$ cat src/hdl/binary_gcd_64_unit_macros.svh
// Assertion macros for the binary gcd unit.
`ifndef BINARY_GCD_64_UNIT_MACROS_SVH
`define BINARY_GCD_64_UNIT_MACROS_SVH

// Same-cycle implication, disabled during reset.
`define BGCD_ASSERT_IMP(lbl, clk, rst, ante, cons) \
  lbl: assert property (@(posedge clk) disable iff (rst) (ante) |-> (cons)) \
    else $error("bgcd assertion failed");

// Next-cycle implication, disabled during reset.
`define BGCD_ASSERT_NXT(lbl, clk, rst, ante, cons) \
  lbl: assert property (@(posedge clk) disable iff (rst) (ante) |=> (cons)) \
    else $error("bgcd assertion failed");

`endif

$ cat src/hdl/bgcd_pkg.sv
// Shared types and constants for the binary gcd unit.
package bgcd_pkg;

  localparam int PORT_W = 64;

  typedef enum logic [2:0] {
    S_IDLE,
    S_ZCHK,
    S_COMMON,
    S_STRIP,
    S_SUB,
    S_FINISH,
    S_DONE
  } state_t;

  typedef struct packed {
    logic load;
    logic zfix;
    logic halve_both;
    logic strip;
    logic sub;
    logic finish;
  } cmd_t;

  typedef struct packed {
    logic u_zero;
    logic v_zero;
    logic u_odd;
    logic v_odd;
    logic eq;
  } status_t;

endpackage

$ cat src/hdl/bgcd_dp.sv
// Datapath of the binary gcd unit: operand registers, shift count, subtractor.
`include "binary_gcd_64_unit_macros.svh"

module bgcd_dp #(
  parameter int DATA_WIDTH = 64
) (
  input  logic                    clk,
  input  logic                    rst,
  input  bgcd_pkg::cmd_t          cmd,
  input  logic                    op,
  input  logic [DATA_WIDTH-1:0]   a_in,
  input  logic [DATA_WIDTH-1:0]   b_in,
  output bgcd_pkg::status_t       status,
  output logic [DATA_WIDTH-1:0]   result
);

  localparam int K_W = $clog2(DATA_WIDTH);

  logic [DATA_WIDTH-1:0] u;
  logic [DATA_WIDTH-1:0] v;
  logic [K_W-1:0]        k;
  logic [DATA_WIDTH-1:0] res;
  logic [DATA_WIDTH-1:0] a_mag;
  logic [DATA_WIDTH-1:0] b_mag;
  logic                  u_gt;
  logic [DATA_WIDTH-1:0] diff;

  always_comb begin
    a_mag = (op && a_in[DATA_WIDTH-1]) ? (~a_in + 1'b1) : a_in;
    b_mag = (op && b_in[DATA_WIDTH-1]) ? (~b_in + 1'b1) : b_in;
    u_gt  = u > v;
    diff  = u_gt ? (u - v) : (v - u);
  end

  always_ff @(posedge clk) begin
    if (cmd.load) begin
      u <= a_mag;
      v <= b_mag;
      k <= '0;
    end else if (cmd.zfix) begin
      u <= u | v;
      v <= '0;
    end else if (cmd.halve_both) begin
      u <= u >> 1;
      v <= v >> 1;
      k <= k + 1'b1;
    end else if (cmd.strip) begin
      if (!u[0]) begin
        u <= u >> 1;
      end
      if (!v[0]) begin
        v <= v >> 1;
      end
    end else if (cmd.sub) begin
      // difference of two odd values is even: drop one zero right away
      if (u_gt) begin
        u <= v;
      end
      v <= diff >> 1;
    end
    if (cmd.finish) begin
      res <= u << k;
    end
  end

  always_comb begin
    status.u_zero = (u == '0);
    status.v_zero = (v == '0);
    status.u_odd  = u[0];
    status.v_odd  = v[0];
    status.eq     = (u == v);
  end

  assign result = res;

  `BGCD_ASSERT_NXT(a_sub_nonzero, clk, rst, cmd.sub && !status.eq, v != '0)
  `BGCD_ASSERT_NXT(a_strip_odd_hold, clk, rst, cmd.strip && u[0], u == $past(u))
  `BGCD_ASSERT_IMP(a_sub_both_odd, clk, rst, cmd.sub, u[0] && v[0])

endmodule

$ cat src/hdl/bgcd_ctrl.sv
// Controller state machine of the binary gcd unit.
`include "binary_gcd_64_unit_macros.svh"

module bgcd_ctrl (
  input  logic                clk,
  input  logic                rst,
  input  logic                start,
  input  bgcd_pkg::status_t   status,
  output bgcd_pkg::cmd_t      cmd,
  output logic                busy,
  output logic                done
);

  bgcd_pkg::state_t state;
  bgcd_pkg::state_t state_next;

  always_ff @(posedge clk) begin
    if (rst) begin
      state <= bgcd_pkg::S_IDLE;
    end else begin
      state <= state_next;
    end
  end

  always_comb begin
    state_next = state;
    cmd        = '0;
    busy       = 1'b1;
    done       = 1'b0;
    case (state)
      bgcd_pkg::S_IDLE: begin
        busy = 1'b0;
        if (start) begin
          cmd.load   = 1'b1;
          state_next = bgcd_pkg::S_ZCHK;
        end
      end
      bgcd_pkg::S_ZCHK: begin
        if (status.u_zero || status.v_zero) begin
          cmd.zfix   = 1'b1;
          state_next = bgcd_pkg::S_FINISH;
        end else begin
          state_next = bgcd_pkg::S_COMMON;
        end
      end
      bgcd_pkg::S_COMMON: begin
        if (!status.u_odd && !status.v_odd) begin
          cmd.halve_both = 1'b1;
        end else begin
          state_next = bgcd_pkg::S_STRIP;
        end
      end
      bgcd_pkg::S_STRIP: begin
        if (status.u_odd && status.v_odd) begin
          state_next = bgcd_pkg::S_SUB;
        end else begin
          cmd.strip = 1'b1;
        end
      end
      bgcd_pkg::S_SUB: begin
        if (status.eq) begin
          state_next = bgcd_pkg::S_FINISH;
        end else begin
          cmd.sub    = 1'b1;
          state_next = bgcd_pkg::S_STRIP;
        end
      end
      bgcd_pkg::S_FINISH: begin
        cmd.finish = 1'b1;
        state_next = bgcd_pkg::S_DONE;
      end
      bgcd_pkg::S_DONE: begin
        done       = 1'b1;
        state_next = bgcd_pkg::S_IDLE;
      end
      default: begin
        state_next = bgcd_pkg::S_IDLE;
      end
    endcase
  end

  `BGCD_ASSERT_IMP(a_cmd_onehot, clk, rst, 1'b1, $onehot0(cmd))
  `BGCD_ASSERT_NXT(a_accept_zchk, clk, rst, start && !busy, state == bgcd_pkg::S_ZCHK)
  `BGCD_ASSERT_IMP(a_done_after_finish, clk, rst, done, $past(state) == bgcd_pkg::S_FINISH)

endmodule

$ cat src/hdl/binary_gcd_64_unit.sv
// Top level of the binary gcd unit: controller plus datapath.
// A subtract step and its odd check together remove at least one bit.
// One operation at a time; a new start is taken the cycle after done.
// The result is valid on gcd_value for the single done cycle; no backpressure.
// Reset (rst, synchronous, active high) returns the controller to idle.
module binary_gcd_64_unit #(
  parameter int DATA_WIDTH = 64
) (
  input  logic        clk,
  input  logic        rst,
  input  logic        start,
  output logic        busy,
  input  logic        op,
  input  logic [63:0] operand_a,
  input  logic [63:0] operand_b,
  output logic        done,
  output logic [63:0] gcd_value
);

  localparam int PW = bgcd_pkg::PORT_W;

  bgcd_pkg::cmd_t        cmd;
  bgcd_pkg::status_t     status;
  logic [DATA_WIDTH-1:0] result;

  bgcd_ctrl u_ctrl (
    .clk    (clk),
    .rst    (rst),
    .start  (start),
    .status (status),
    .cmd    (cmd),
    .busy   (busy),
    .done   (done)
  );

  bgcd_dp #(
    .DATA_WIDTH (DATA_WIDTH)
  ) u_dp (
    .clk    (clk),
    .rst    (rst),
    .cmd    (cmd),
    .op     (op),
    .a_in   (operand_a[DATA_WIDTH-1:0]),
    .b_in   (operand_b[DATA_WIDTH-1:0]),
    .status (status),
    .result (result)
  );

  assign gcd_value = PW'(result);

endmodule
$ cat config.mk
export PLATFORM = sky130hd
export DESIGN_NAME = binary_gcd_64_unit
export DESIGN_NICKNAME = d
export VERILOG_FILES = /design/src/hdl/bgcd_pkg.sv /design/src/hdl/bgcd_dp.sv /design/src/hdl/bgcd_ctrl.sv /design/src/hdl/binary_gcd_64_unit.sv
export VERILOG_INCLUDE_DIRS = /design/src /design/src/hdl
export SDC_FILE = /design/constraint.sdc
export NUM_CORES = 1
export LEC_CHECK = 0
export BUFFER_PORTS_ARGS = -buffer_cell sky130_fd_sc_hd__buf_2
export CAP_MARGIN = 15
export CORE_MARGIN = 2
export CORE_UTILIZATION = 35
export CTS_CLUSTER_SIZE = 25
export DETAILED_ROUTE_END_ITERATION = 16
export HOLD_SLACK_MARGIN = 0.06
export PLACE_DENSITY = 0.53
export SYNTH_ARGS = -nofsm -noshare
export SYNTH_HDL_FRONTEND = slang
export SYNTH_SLANG_ARGS = --single-unit
$ cat constraint.sdc
create_clock -name clk -period 10.52 [get_ports clk]
set_input_delay 1.052 -clock clk [delete_from_list [all_inputs] [get_ports clk]]
set_output_delay 1.052 -clock clk [all_outputs]
set_load 0.03 [all_outputs]
# == After elaboration in Yosys (flattened, before gate mapping) ==
# Cells that the tools add are included.
# word_totals
ff_bits,201
word_cells,82
inputBits,132
# op_classes
bitwise_logic,4
n_addsub,5
mux,35
magnitude_cmp,1
reduce_logical,17
n_eq_ne,12
shift,1
# ops
cell,count
2-to-1 mux 64 bit,16
"adder 64 x 1 -> 64 bit, second input constant",2
zero test 64 bit,2
inverter 64 bit,2
subtractor 64 bit,2
== test 64 bit,1
greater-than comparator 64 bit,1
bitwise OR 64 bit,1
left shift 64 x 6 -> 64 bit,1
case mux 3 bit (6 select lines),1
2-to-1 mux 3 bit,5
2-to-1 mux 1 bit,13
"!= test 5 bit, second input constant",2
nonzero test 5 bit,2
"== test 3 bit, second input constant",3
"adder 6 x 1 -> 6 bit, second input constant",1
"== test 3 x 2 -> 1 bit, second input constant",2
AND reduction 2 bit,3
AND reduction 3 bit,2
logical AND 1 bit,4
"!= test 2 bit, second input constant",2
"== test 3 x 1 -> 1 bit, second input constant",1
zero test 3 bit,1
zero test 1 bit,2
3 further kinds,3

# == Longest topological paths before layout ==
# depth
depth_word,8
mapped_depth,17
depth_no_buf,15

# == By module ==
# From an unflattened synthesis, not the netlist that was laid out.
# unflattened
hier_cells,3118
area_unflattened_um2,24880.1
# by_module_without_submodules
module,seq_area_each_um2,cells_per_inst,n_inst,area_each_um2
bgcd_dp,5885.6,3080,1,24581.1
bgcd_ctrl,60.1,38,1,299.0

# == Worst setup path after synthesis ==
# Ideal clock, no wire load.
# synth_timing
path_kind,register to register
start,reg u_dp.u[52]
end,"reg u_dp.u[10], enable pin"
stages_incl_launch_ff,13
arrival_ns,7.082
path_buffers,1
period_less_slack_ns,7.662
setup_slack_ns,2.858
path_cell_list,edfxtp_1 > inv_1 > ha_1 > buf_2 > nor4_4 > and3_1 > and3_1 > nand4_1 > nor2_1 > and2_1 > or4b_2 > o21ai_0 > a21boi_0
# synth_via
elab_chain_cells,6
# synth_lines
item,line,text
start: declaration,bgcd_dp.sv:19,logic [DATA_WIDTH-1:0] u;
start signal: assignment,bgcd_dp.sv:37,u <= a_mag;
start signal: assignment,bgcd_dp.sv:41,u <= u | v;
start signal: assignment,bgcd_dp.sv:44,u <= u >> 1;
branches (longest 5 deep; another with greater-than comparator 64 bit),-,
AND reduction 3 bit (no line) (*),-,
# Every way passes the cells marked *.
# A chain may end at the register's enable or synchronous reset.

# == Final worst setup path ==
# layout_timing
start,reg u_dp.u[0]
end,"reg u_dp.v[59], data pin"
# layout_via
elab_chain_cells,7
# layout_lines
item,line,text
subtractor 64 bit (tied with other cells),bgcd_dp.sv:32,diff = u_gt ? (u - v) : (v - u);
2-to-1 mux 64 bit (tied with other cells),bgcd_dp.sv:32,
2-to-1 mux 64 bit (tied with other cells),bgcd_dp.sv:54,end else if (cmd.sub) begin
2-to-1 mux 64 bit / 2-to-1 mux 1 bit (equally long branches),"bgcd_dp.sv:47, bgcd_ctrl.sv:30",
2-to-1 mux 64 bit,bgcd_dp.sv:43,end else if (cmd.halve_both) begin
2-to-1 mux 64 bit (*),bgcd_dp.sv:40,end else if (cmd.zfix) begin
2-to-1 mux 64 bit (*),bgcd_dp.sv:36,if (cmd.load) begin
end signal: assignment,bgcd_dp.sv:38,v <= b_mag;
end signal: assignment,bgcd_dp.sv:45,v <= v >> 1;
end signal: assignment,bgcd_dp.sv:52,v <= v >> 1;
end: declaration,bgcd_dp.sv:20,logic [DATA_WIDTH-1:0] v;
# Every way passes the cells marked *; elsewhere a longest branch is shown, timed or not. The select of a mux whose other input is x is not followed.

==> results.toml <==
[power]
powerDensity_mw_per_mm2 = 369.8
ir_worst_vdd_v = 0.0001561
p_leak_nw = 11.01

[routing]
num_vias = 24820
wl_mm = 101.7
routedWlPerCell_um = 24.29
drt-initial-drc-count = 2386
drtPass1Iterations = 5
via_per_inst = 5.928
postRouteAntennaNets = 0
drc = 0

[layout]
fin_nets = 3553
areaGrowthSynthToFinish_pct = 10.09
n_fill_cell = 7381
drive_above_1_share_pct = 12.55
instances_no_fill = 4186

[run]
maxCapViolCount = 0

[cts]
cts_max_level = 1
post_cts_buffers = 0
clkSinkCount = 201
clockBufferDepth = 3
hold_buffers = 0
tritoncts = "done"
clkLatencyLatePin_ns = 0.59
cts_buffers = 26
root_buffer = "clkbuf_16"
clk_pin_slew_ns = 0.07
cts-resized-gates = 0

[sta]
fin_skew_ns = 0.02901
setup_tns_ns = 0
worst_hold_slack_ns = 0.6379
slew_headroom_pct = 26.41
max_freq_ghz = 0.1750
min_period_over_period_pct = 54.32
drv_slew = 0
setup_viol = 0
final_hold_viol_count = 0
post-route-min-period_ns = 5.714
rsz0062_at_grt = "no"
worst_slew_pin_slew_ns = 1.104

[grt]
busiest_layer = "met2"
grt_pass1_vias = 23440
use_met2_pct = 40.01
grt_usage_pct = 26.83
grt_antenna_before_repair = 3
use_met1_pct = 39.23
grt-ovfl-total = 0
grt_max_degree = 77
grt_use_met3_pct = 4.688
grt_pass1_wl_mm = 151.5

[die]
fp.dieArea_mm2 = 0.07356
core_mm2 = 0.07039
rows = 97
ios = 198
start_util_pct = 35.50
die_h_um = 271.2
die_w_um = 271.2

[synthesis]
synth_common_cells = "379 x nand2_1, 292 x o21ai_0, 279 x nor2_1, 243 x a21oi_1, 220 x inv_1"
synth.top_cell.area_share_pct = 23.07
synth_top_area_cell = "edfxtp_1"
synth_ff_type = "edfxtp_1"
synth-seq-cells = 201
synth_most_common_cell = "nand2_1"
syn_nets = 3494
synth-edff-count = 192
synth-async-reset-ratio_pct = 0
synth_cell_types = 103
avgSynthCellArea_um2 = 7.896
seq_area_frac_synth_pct = 23.79
synth_area_leaders = "edfxtp_1 23%, ha_1 9.8%, o21ai_0 5.8%"
syn_inst = 3165
synth_warnings = 0
syn_area_mm2 = 0.02499

[setup_path]
worst-path-max-fanout = 58
worstPathRequired_ns = 10.82
endpoint_kind = "register"
cp-start-kind = "register"
cp_slowest_cell = "o21ai_4"
crit_type = "register to register"
startpoint = "u_dp.u[0]"
timing.rr.start = "u_dp.u[0]"
slowest_delay_ns = 0.73
crit_chain = "inv_1 -> ha_1 -> inv_1 -> fa_1 -> nor2b_1 -> o211ai_1 -> o211ai_1 -> a41oi_2 -> o2111ai_2 -> and2_2 -> o21ai_4 -> buf_4 -> mux2_2 -> a211oi_2 -> xnor2_1 -> o221ai_1"
arrival_ns = 6.01

[status]
outcome = "completed"

[placed_design]
io_buffer_count = 197
dp_hpwl_mm = 81.11
placed_cells = 4136
place_congestion = 0.9728

[hold_path]
min-delay-start = "u_ctrl.state[2]"
hp-class = "register to register"
==> final timing paths <==
kind / endpoint / slack, ns / cells after the start
max: u_dp.v[59] / 4.81 / 16
min: u_ctrl.state[2] / 0.64 / 2
max reg2reg: u_dp.v[59] / 4.81 / 16
min reg2reg: u_ctrl.state[2] / 0.64 / 2
==> cell type report <==
cell class	instances	area, um2	share of cell area (%)
clock inverter	15	227.7	0.8276
inverter	233	874.6	3.179
clock buffer	33	706.9	2.569
sequential	201	5956	21.65
antenna	2	5.005	0.01819
tap	940	1176	4.275
multi-input combinational	2535	17360	63.08
timing repair buffer	227	1211	4.402
==> layout by cell type (no fill, tap or decap), types with 9 or more instances in the layout <==
cell and n:
a221oi_1 12, a21oi_1 243, edfxtp_1 192, o22ai_1 27, buf_4 30, clkbuf_16 26, nand2_1 378, nor3_1 49
mux4_2 49, a31oi_1 29, ha_1 195, inv_2 12, mux2i_1 75, inv_1 220, xor2_1 54, o31a_1 9
and2_1 23, xnor2_1 130, buf_2 197, o21bai_1 37, nor4_1 76, nor2_1 278, or4_1 10, o21ai_1 24
nor2b_1 27, o21ai_0 292, o221ai_1 10, and3_1 16, a22o_1 63, o31ai_1 72, o211ai_1 10, a22oi_1 50
a21o_1 12, or3_1 21, a211oi_1 32, nand2b_1 17, nand3_1 31, nand4_1 33, a311oi_1 9
==> metal layers <==
layer | vias to the layer above | routed length [um]
li1 | 11670 | -
met1 | 11930 | 46590
met2 | 1067 | 42910
met3 | 140 | 8836
met4 | 2 | 3343
met5 | - | 11
==> metrics by stage <==
stage | util, % | total power [mW] | instance area (um2) | setup slack [ns]
2_1_floorplan | - | 6.720 | 24990 | 2.858
3_3_place_gp | 37.75 | 8.975 | 26570 | 4.977
3_5_place_dp | 37.75 | 8.932 | 26570 | 4.872
4_1_cts | 39.08 | 9.978 | 27510 | 4.891
5_1_grt | 39.08 | 10.84 | 27510 | 4.514
6_report | 39.09 | 10.17 | 27510 | 4.806
==> logic make-up (layout without fill, tap and decap cells) <==
kind of cell             Yosys count  count (layout)  share of synthesized area, %
buffers and inverters            429             508                         7.024
adder cells (fa/ha/maj)          197             197                         9.923
AND/OR/NAND/NOR                 1009            1009                         19.12
other                              0               2                             0
XOR/XNOR                         184             184                         6.448
multiplexers                     130             130                         7.700
AO/OA/AOI/OAI                   1015            1015                         25.99
flip-flops                       201             201                         23.79
==> sequential cells by signal, indices dropped and copies added (netlist names) <==
signal,cells
u_dp.result,64
u_dp.k,6
u_ctrl.state,3
u_dp.u,64
u_dp.v,64
==> worst max-delay path, delay by kind of cell, from the launching register on <==
kind                     cells  cell delay, ns
adder cells (fa/ha/maj)      2            0.57
flip-flops                   1            0.61
AND/OR/NAND/NOR              2            0.48
multiplexers                 1            0.42
XOR/XNOR                     1            0.15
AO/OA/AOI/OAI                7            2.16
buffers and inverters        3            0.99
==> power by group <==
group | switching [mW] | leakage [nW] | internal [mW]
registers | 0.685 | 1.89 | 1.40
logic | 4.57 | 8.68 | 2.53
clock network | 0.395 | 0.445 | 0.601
total | 5.64 | 11.0 | 4.53
Note: power is estimated with default switching activity, not from simulation.
